--- src/hdl/mpq_pkg.sv ---
`timescale 1ns / 1ps
// Shared types and codes for the max-priority queue core.
// No dependencies; imported by every module of the block.
package mpq_pkg;

   localparam int VALUE_W = 32;

   typedef enum logic [1:0] {
      OP_CLEAR   = 2'd0,
      OP_INSERT  = 2'd1,
      OP_EXTRACT = 2'd2
   } op_type;

   typedef enum logic [1:0] {
      ST_OK    = 2'd0,
      ST_EMPTY = 2'd1,
      ST_FULL  = 2'd2
   } status_type;

   typedef enum logic [1:0] {
      S_IDLE,
      S_SCAN,
      S_SHIFT
   } state_type;

   typedef struct packed {
      logic [1:0]                op;
      logic signed [VALUE_W-1:0] value;
   } req_type;

   typedef struct packed {
      logic signed [VALUE_W-1:0] out_value;
      logic [1:0]                status;
      logic                      is_empty;
      logic                      is_full;
   } rsp_type;

endpackage

--- src/hdl/max_priority_queue_core.sv ---
`timescale 1ns / 1ps
// Max-priority queue of signed 32-bit values over an entry store.
// Depends on mpq_pkg and mpq_mem.
//
// Usage:
//   req channel: one word carries op (clear, insert, extract max) and value.
//   rsp channel: one word per request with out_value, status, is_empty and
//   is_full, the flags reporting the queue after the operation.
//   Clear, insert and unused op codes answer in the cycle after acceptance.
//   Extract on a queue of N entries scans the store one entry per cycle
//   through one signed comparator, then closes the gap one entry per cycle
//   through the single store port pair, from the oldest maximum upward;
//   its answer is registered when the close-up reaches the last entry.
//   req_ready is low while an extract is in progress. The response sits in
//   an output register; a new request is taken while it is being taken,
//   and a stalled receiver holds the block in idle until the word drains.
//   Reset empties the queue; entry contents are left as they are.
module max_priority_queue_core #(
   parameter int DEPTH = 16
) (
   input  logic              clock,
   input  logic              reset,
   input  logic              req_valid,
   output logic              req_ready,
   input  mpq_pkg::req_type  req_data,
   output logic              rsp_valid,
   input  logic              rsp_ready,
   output mpq_pkg::rsp_type  rsp_data
);
   import mpq_pkg::*;

   localparam int AW = $clog2(DEPTH);
   localparam int CW = $clog2(DEPTH + 1);

   state_type                 state_ff, state_in;
   logic [CW-1:0]             occ_ff, occ_in;
   logic [AW-1:0]             idx_ff, idx_in;
   logic [AW-1:0]             best_idx_ff, best_idx_in;
   logic signed [VALUE_W-1:0] best_val_ff, best_val_in;
   logic                      rsp_valid_ff, rsp_valid_in;
   rsp_type                   rsp_ff, rsp_in;

   logic                      wr_en;
   logic [AW-1:0]             wr_addr;
   logic signed [VALUE_W-1:0] wr_data;
   logic [AW-1:0]             rd_addr;
   logic signed [VALUE_W-1:0] rd_data;

   logic [CW-1:0]             occ_dec;
   logic                      scan_hit;
   logic                      at_last;
   logic [AW-1:0]             best_idx_nx;
   logic signed [VALUE_W-1:0] best_val_nx;

   mpq_mem #(
      .DEPTH (DEPTH)
   ) u_mem (
      .clock   (clock),
      .wr_en   (wr_en),
      .wr_addr (wr_addr),
      .wr_data (wr_data),
      .rd_addr (rd_addr),
      .rd_data (rd_data)
   );

   assign occ_dec     = occ_ff - CW'(1);
   assign at_last     = (CW'(idx_ff) == occ_dec);
   // strict compare keeps the oldest of equal values
   assign scan_hit    = (idx_ff == '0) || (rd_data > best_val_ff);
   assign best_idx_nx = scan_hit ? idx_ff : best_idx_ff;
   assign best_val_nx = scan_hit ? rd_data : best_val_ff;

   always_comb begin
      state_in     = state_ff;
      occ_in       = occ_ff;
      idx_in       = idx_ff;
      best_idx_in  = best_idx_ff;
      best_val_in  = best_val_ff;
      rsp_valid_in = rsp_valid_ff && !rsp_ready;
      rsp_in       = rsp_ff;
      req_ready    = 1'b0;
      wr_en        = 1'b0;
      wr_addr      = idx_ff;
      wr_data      = rd_data;
      rd_addr      = '0;

      case (state_ff)
         S_IDLE: begin
            req_ready = !rsp_valid_ff || rsp_ready;
            if (req_valid && req_ready) begin
               rsp_in.out_value = '0;
               rsp_in.status    = ST_OK;
               rsp_in.is_empty  = (occ_ff == '0);
               rsp_in.is_full   = (occ_ff == CW'(DEPTH));
               case (req_data.op)
                  OP_CLEAR: begin
                     occ_in          = '0;
                     rsp_in.is_empty = 1'b1;
                     rsp_in.is_full  = 1'b0;
                     rsp_valid_in    = 1'b1;
                  end
                  OP_INSERT: begin
                     if (occ_ff == CW'(DEPTH)) begin
                        rsp_in.status = ST_FULL;
                     end else begin
                        wr_en           = 1'b1;
                        wr_addr         = occ_ff[AW-1:0];
                        wr_data         = req_data.value;
                        occ_in          = occ_ff + CW'(1);
                        rsp_in.is_empty = 1'b0;
                        rsp_in.is_full  = (occ_ff == CW'(DEPTH - 1));
                     end
                     rsp_valid_in = 1'b1;
                  end
                  OP_EXTRACT: begin
                     if (occ_ff == '0) begin
                        rsp_in.status = ST_EMPTY;
                        rsp_valid_in  = 1'b1;
                     end else begin
                        // fetch entry 0; scan starts next cycle
                        idx_in   = '0;
                        rd_addr  = '0;
                        state_in = S_SCAN;
                     end
                  end
                  default: begin
                     rsp_valid_in = 1'b1;
                  end
               endcase
            end
         end
         S_SCAN: begin
            best_idx_in = best_idx_nx;
            best_val_in = best_val_nx;
            if (at_last) begin
               // start the close-up at the winner, prefetch its successor
               idx_in   = best_idx_nx;
               rd_addr  = best_idx_nx + AW'(1);
               state_in = S_SHIFT;
            end else begin
               idx_in  = idx_ff + AW'(1);
               rd_addr = idx_ff + AW'(1);
            end
         end
         S_SHIFT: begin
            if (at_last) begin
               occ_in           = occ_dec;
               rsp_in.out_value = best_val_ff;
               rsp_in.status    = ST_OK;
               rsp_in.is_empty  = (occ_dec == '0);
               rsp_in.is_full   = 1'b0;
               rsp_valid_in     = 1'b1;
               state_in         = S_IDLE;
            end else begin
               // move entry idx+1 down to idx, prefetch idx+2
               wr_en   = 1'b1;
               wr_addr = idx_ff;
               wr_data = rd_data;
               idx_in  = idx_ff + AW'(1);
               rd_addr = idx_ff + AW'(2);
            end
         end
         default: begin
            state_in = S_IDLE;
         end
      endcase
   end

   always_ff @(posedge clock) begin
      if (reset) begin
         state_ff     <= S_IDLE;
         occ_ff       <= '0;
         rsp_valid_ff <= 1'b0;
      end else begin
         state_ff     <= state_in;
         occ_ff       <= occ_in;
         rsp_valid_ff <= rsp_valid_in;
      end
   end

   always_ff @(posedge clock) begin
      idx_ff      <= idx_in;
      best_idx_ff <= best_idx_in;
      best_val_ff <= best_val_in;
      rsp_ff      <= rsp_in;
   end

   assign rsp_valid = rsp_valid_ff;
   assign rsp_data  = rsp_ff;

endmodule

--- src/hdl/mpq_mem.sv ---
`timescale 1ns / 1ps
// Entry store of the max-priority queue: one write port, one read port,
// read data registered. Depends on mpq_pkg for the value width.
module mpq_mem #(
   parameter int DEPTH = 16
) (
   input  logic                                clock,
   input  logic                                wr_en,
   input  logic [$clog2(DEPTH)-1:0]            wr_addr,
   input  logic signed [mpq_pkg::VALUE_W-1:0]  wr_data,
   input  logic [$clog2(DEPTH)-1:0]            rd_addr,
   output logic signed [mpq_pkg::VALUE_W-1:0]  rd_data
);
   import mpq_pkg::*;

   logic signed [VALUE_W-1:0] mem_ff [DEPTH];
   logic signed [VALUE_W-1:0] rd_data_ff;

   always_ff @(posedge clock) begin
      if (wr_en) begin
         mem_ff[wr_addr] <= wr_data;
      end
      rd_data_ff <= mem_ff[rd_addr];
   end

   assign rd_data = rd_data_ff;

endmodule

--- config.mk ---
export PLATFORM = sky130hd
export DESIGN_NAME = max_priority_queue_core
export DESIGN_NICKNAME = d
export VERILOG_FILES = /design/src/hdl/mpq_pkg.sv /design/src/hdl/max_priority_queue_core.sv /design/src/hdl/mpq_mem.sv
export SDC_FILE = /design/constraint.sdc
export NUM_CORES = 1
export LEC_CHECK = 0
export BUFFER_PORTS_ARGS = -buffer_cell sky130_fd_sc_hd__buf_4
export CORE_MARGIN = 5
export CORE_UTILIZATION = 55
export CTS_BUF_LIST = sky130_fd_sc_hd__clkbuf_8
export CTS_CLUSTER_SIZE = 25
export DETAILED_ROUTE_END_ITERATION = 10
export PLACE_DENSITY = 0.8
export SLEW_MARGIN = 20
export SYNTH_ARGS = -nofsm -noshare
export SYNTH_HDL_FRONTEND = slang
export SYNTH_SLANG_ARGS = --single-unit
--- constraint.sdc ---
create_clock -name clock -period 9.9 [get_ports clock]
set_input_delay 1.485 -clock clock [delete_from_list [all_inputs] [get_ports clock]]
set_output_delay 1.485 -clock clock [all_outputs]
set_load 0.05 [all_outputs]
Word-level counts from Yosys, hierarchy flattened
Memories as Yosys holds them, arrays and structs flattened. A register that Yosys moved wholly into a read port is not among the register bits.
Cells that the tools add are included.
{ "word_totals": {"mem_bits_rw": 512, "inputBits": 38, "register_bits": 84, "out_inout_bits": 38, "wordCells": 100, "n_memories": 1} }
{ "op_classes": {"eq_ne": 15, "order_cmp": 1, "reduce_logical": 18, "n_addsub": 5, "mux": 50} }
{ "mem_list": {"columns": ["memory", "depth", "word_bits", "rd", "rd_ports_with_merged_regs", "wr", "line", "rtl"], "rows": [
  ["u_mem.mem_ff", 16, 32, 1, 1, 1, "mpq_mem.sv:16", "logic signed [VALUE_W-1:0] mem_ff [DEPTH];"]
]} }
{ "ops": {"columns": ["operator", "count"], "rows": [
  ["2-to-1 mux 32 bit", 4],
  ["2-to-1 mux 36 bit", 2],
  ["one-hot mux 36 bit (2 select lines)", 1],
  ["2-to-1 mux 4 bit", 12],
  ["> comparator 32 bit", 1],
  ["one-hot mux 5 bit (2 select lines)", 2],
  ["2-to-1 mux 5 bit", 3],
  ["AND reduction 5 bit", 3],
  ["2-to-1 mux 2 bit", 7],
  ["2-to-1 mux 1 bit", 12],
  ["one-hot mux 4 bit (3 select lines)", 1],
  ["logical NOT 5 bit", 2],
  ["!= test 2 bit, second input constant", 5],
  ["adder 4 x 1 -> 4 bit, second input constant", 2],
  ["one-hot mux 2 bit (2 select lines)", 2],
  ["one-hot mux 4 bit (2 select lines)", 1],
  ["one-hot mux 2 bit (3 select lines)", 1],
  ["adder 5 x 1 -> 5 bit, second input constant", 1],
  ["equality test 4 x 5 -> 1 bit", 1],
  ["equality test 5 x 4 -> 1 bit, second input constant", 1],
  ["equality test 5 bit, second input constant", 1],
  ["subtractor 5 x 1 -> 5 bit, second input constant", 1],
  ["adder 4 x 2 -> 4 bit, second input constant", 1],
  ["equality test 2 x 1 -> 1 bit, second input constant", 2],
  ["other kinds (14)", 20]
]} }

Depth between registers and ports, before layout
{ "depth": {"ltp_word": 7, "ltp_mapped": 21, "depth_no_buf": 18} }

Modules after synthesis
From an unflattened synthesis, not the netlist that was laid out.
{ "hier_totals": {"hier_cells": 1325, "hier_area_um2": 24999.0} }
{ "by_module_without_submodules": {"columns": ["module", "seq_area_each_um2", "instances", "area_per_inst_um2", "cells_each"], "rows": [
  ["mpq_mem", 16015.4, 1, 19835.3, 838],
  ["max_priority_queue_core", 2442.3, 1, 5163.7, 487]
]} }

Worst setup path before layout
Ideal clock, no wire load.
{ "synth_path": {"kind": "register to register", "startpoint": "register best_val_ff[31]", "endpoint": "register best_val_ff[0], enable pin", "setup_time_ns": 0.470, "path_stages_with_launch": 8, "setup_slack_ns": 5.397, "required_ns": 9.430, "path_buffers": 0, "t_arrival_ns": 4.033, "cell_sequence": "edfxtp_1 -> inv_1 -> ha_1 -> nand4_2 -> or4_1 -> a31oi_1 -> o211ai_1 -> a21boi_0"} }
{ "synth_between": {"elab_chain_cells": 3} }
{ "synth_rtl": {"columns": ["item", "line", "rtl"], "rows": [
  ["from (decl)", "max_priority_queue_core.sv:39", "logic signed [VALUE_W-1:0] best_val_ff, best_val_in;"],
  ["from (signal assigned)", "max_priority_queue_core.sv:184", "best_val_ff <= best_val_in;"],
  ["> comparator 32 bit", "max_priority_queue_core.sv:69", "assign scan_hit = (idx_ff == '0) || (rd_data > best_val_ff);"],
  ["logical OR 1 bit", "max_priority_queue_core.sv:69", null],
  ["AND reduction 2 bit (no line)", null, null]
]} }
Every way passes these cells.
A chain may end at the register's enable or synchronous reset.

Final worst setup path
{ "layout_path": {"startpoint": "register best_val_ff[31]", "endpoint": "register u_mem.rd_data_ff[18], in the netlist u_mem.rd_data[18] (read register of u_mem.mem_ff)"} }
{ "layout_between": {"elab_chain_cells": 6} }
{ "layout_rtl": {"columns": ["item", "line", "rtl"], "rows": [
  ["> comparator 32 bit", "max_priority_queue_core.sv:69", null],
  ["logical OR 1 bit", "max_priority_queue_core.sv:69", null],
  ["2-to-1 mux 4 bit", "max_priority_queue_core.sv:70", "assign best_idx_nx = scan_hit ? idx_ff : best_idx_ff;"],
  ["via best_idx_nx[1]", "max_priority_queue_core.sv:52", "logic [AW-1:0] best_idx_nx;"],
  ["adder 4 x 1 -> 4 bit", "max_priority_queue_core.sv:138", "rd_addr = best_idx_nx + AW'(1);"],
  ["2-to-1 mux 4 bit", "max_priority_queue_core.sv:135", "if (at_last) begin"],
  ["one-hot mux 4 bit (2 select lines)", "max_priority_queue_core.sv:87", "case (state_ff)"],
  ["to (decl)", "mpq_mem.sv:17", "logic signed [VALUE_W-1:0] rd_data_ff;"]
]} }
The timed path passes the listed nets, and every way through them passes these cells.

==> metrics.txt <==
post-synthesis cell type count 71; FFs w/ async S/R, synth 0%; hold buffer count at cts 0; Finished Core Util 62.3%; Yosys warning count 0; Die Ht 223 um; met1 WL 22,100 um; DRC errors left 0; Placed Cells 2,194; register area share after synthesis 74.2%; leading area contributor after synthesis edfxtp_1; Post-synth EDFFs 588; initial DRC count 2,057; Boundary Pins 76; pin count of the biggest net entering global routing 88; DR pass1 iterations 6; GRT Overall Usage 23.2%; PD cells 197 nW/um2; Max Freq 169 MHz; vias in the first global route 14.9k; CTS tree done; Max Cap Viol 0; type of the worst setup path reg2reg; DPL Wire Length 30,800 um; post-synthesis cell count 1,586; fin crit share 59.7%; Setup Buffers After CTS 0; Slew HR 22.0%; RSZ-0062 raised after global routing no; Pint 4.22 mW; Sw Share 23.6%; Startpoint Class register; crit-path max FO 65; Clock transition at path regs 0.07 ns; combinational share of power 8.0%; Sequential Power Share 55.1%; pins over their slew limit 0; area growth from synthesis to layout 12.9%; metal2 WL 28,500 um; Worst Hold Class reg2reg; worst skew pair latency 0.66 ns; top sig layer met4; Vias 15.1k; CP Capture Type register; Worst EP required 10.49 ns; Layout Nets 1,774; final setup vio count 0; Die Width 223 um; Fin Setup TNS 0 ns; die footprint 49,600 um2; Initial Util 55.2%; Post-Syn Area 24,900 um2; layout cells sized above 1 17.1%; met3 wire length 6380 um; Pleak 9.30 nW; Via density 6.39; DRT Wirelength 59,000 um; antenna cell count 0; # port buffers 75; clock buffer depth 3; clk root buf clkbuf_8; synthesis-stage register bit count 628; Post-CTS Resized 0; initial antenna violation count 0; antenna-violating nets left 0; clock share of power 36.8%; cell row count 78; WL/cell 24.9 um; outcome finished, final reports clean; clock sinks 628; Avg Cell Area, Syn 15.7 um2; switching power 1.31 mW; CTS H-tree lvls 3; synth cell count leaders 588 x edfxtp_1, 188 x o22a_1, 107 x nand3_1; synth top area cells edfxtp_1 71%, o22a_1 6.6%, dfxtp_1 3.2%, ha_1 2.4%, nand3_1 2.2%; final-report hold violation count 0; fin crit period 5.91 ns; gr ovfl total 0; first-pass GRT wire length 88,600 um; ys flop type edfxtp_1; Synth top area share 71.0%; Inserted Clock Buffers 92; core area 45,100 um2; Final Power 5.52 mW; clk_skew 0.0280 ns; net count after synthesis 1,671; gp weighted congestion 0.841; Peak VDD IR 0.000116 V; final std cells w/o fill 2,367; Slew @ Worst Pin 1.17 ns; Worst Path Arrival 6.49 ns; most frequent cell after synthesis edfxtp_1
==> worst max-delay path, stage by stage (launching register included) <==
cell and delay, ns:
edfxtp_1 0.34, inv_1 0.04, ha_1 0.47, nand4_2 0.23
nor2_2 0.08, a32oi_1 0.43, nand2_1 0.26, o311a_1 0.40
a31oi_1 0.28, inv_1 0.11, ha_1 0.30, nand2_1 0.06
mux2i_1 0.13, o21ai_1 0.22, nor2_1 0.10, a31oi_4 0.15
buf_4 0.67, buf_4 0.76, o22ai_1 0.20, or3_1 0.41
nand4_1 0.09
==> flip-flops by register name, summed over array words and instances (netlist names) <==
name           cells
u_mem.mem_ff     512
rsp_data          36
best_val_ff       32
u_mem.rd_data     32
occ_ff             5
best_idx_ff        4
idx_ff             4
state_ff           2
rsp_valid          1
==> placed cells by master, fill, tap and decap left out, types with 12 or more instances in the layout <==
master	netlist	final
mux2_2	34	34
nand3_1	107	107
inv_1	51	85
dfxtp_1	40	40
clkinv_1	0	15
clkinv_2	0	12
or3_1	31	31
o22a_1	188	188
ha_1	47	46
a21oi_1	24	24
buf_4	0	106
o22ai_1	70	70
nand2_1	42	42
nor2_1	43	26
clkbuf_8	0	98
nor2_4	0	17
edfxtp_1	588	588
and2_1	38	38
nand4_1	43	43
o21ai_0	15	15
==> per-layer routing <==
metal | global-route usage [%] | vias up
met5 | 0 | -
met4 | 9.88 | 0
met3 | 4.82 | 140
met2 | 37.3 | 937
met1 | 31.2 | 7487
li1 | - | 6566
==> cell type report <==
| type | instances | area, um2 |
|---|---|---|
| sequential | 628 | 18500 |
| fill | 3097 | 17000 |
| multi-input combinational | 808 | 6040 |
| clock buffer | 98 | 1350 |
| timing repair buffer | 107 | 823 |
| tap | 600 | 751 |
| clock inverter | 74 | 478 |
| inverter | 52 | 195 |
==> power by group through the flow <==
stage | Clock [mW] | Combinational (mW) | Sequential, mW
after floorplan | 0 | 0.247 | 3.14
after global placement | 0 | 0.422 | 3.10
after detailed placement | 0 | 0.437 | 3.10
after CTS | 2.05 | 0.438 | 3.05
after global routing | 2.19 | 0.479 | 3.05
final | 2.03 | 0.445 | 3.05
==> metrics by stage <==
| step | cell area, um2 | hold WS, ns | worst slack (ns) |
|---|---|---|---|
| floorplan | 24900 | 0.425 | 5.40 |
| global placement | 26200 | 0.467 | 4.30 |
| detailed placement | 26200 | 0.476 | 4.12 |
| CTS | 28100 | 0.491 | 4.09 |
| global route | 28100 | 0.504 | 3.67 |
| finish | 28100 | 0.484 | 3.99 |
==> kinds of logic (layout without fill, tap and decap cells) <==
| kind of cell | after synthesis | count (layout) | share of synthesized area (%) |
|---|---|---|---|
| xor+xnor | 8 | 8 | 0.337 |
| flops | 628 | 628 | 74.2 |
| buf+inv | 150 | 331 | 2.33 |
| fa+ha+maj | 47 | 47 | 2.36 |
| simple gates | 346 | 346 | 7.48 |
| compound gates | 369 | 369 | 11.6 |
| mux | 38 | 38 | 1.70 |
==> worst paths after layout <==
path              slack (ns)              start  cells past startpoint                 to
setup / recovery        3.99    best_val_ff[31]                     20  u_mem.rd_data[18]
setup reg to reg        3.99    best_val_ff[31]                     20  u_mem.rd_data[18]
hold reg to reg         0.48  u_mem.rd_data[16]                      0    best_val_ff[16]
hold / removal          0.48  u_mem.rd_data[16]                      0    best_val_ff[16]
Note: power is estimated with default switching activity, not from simulation.
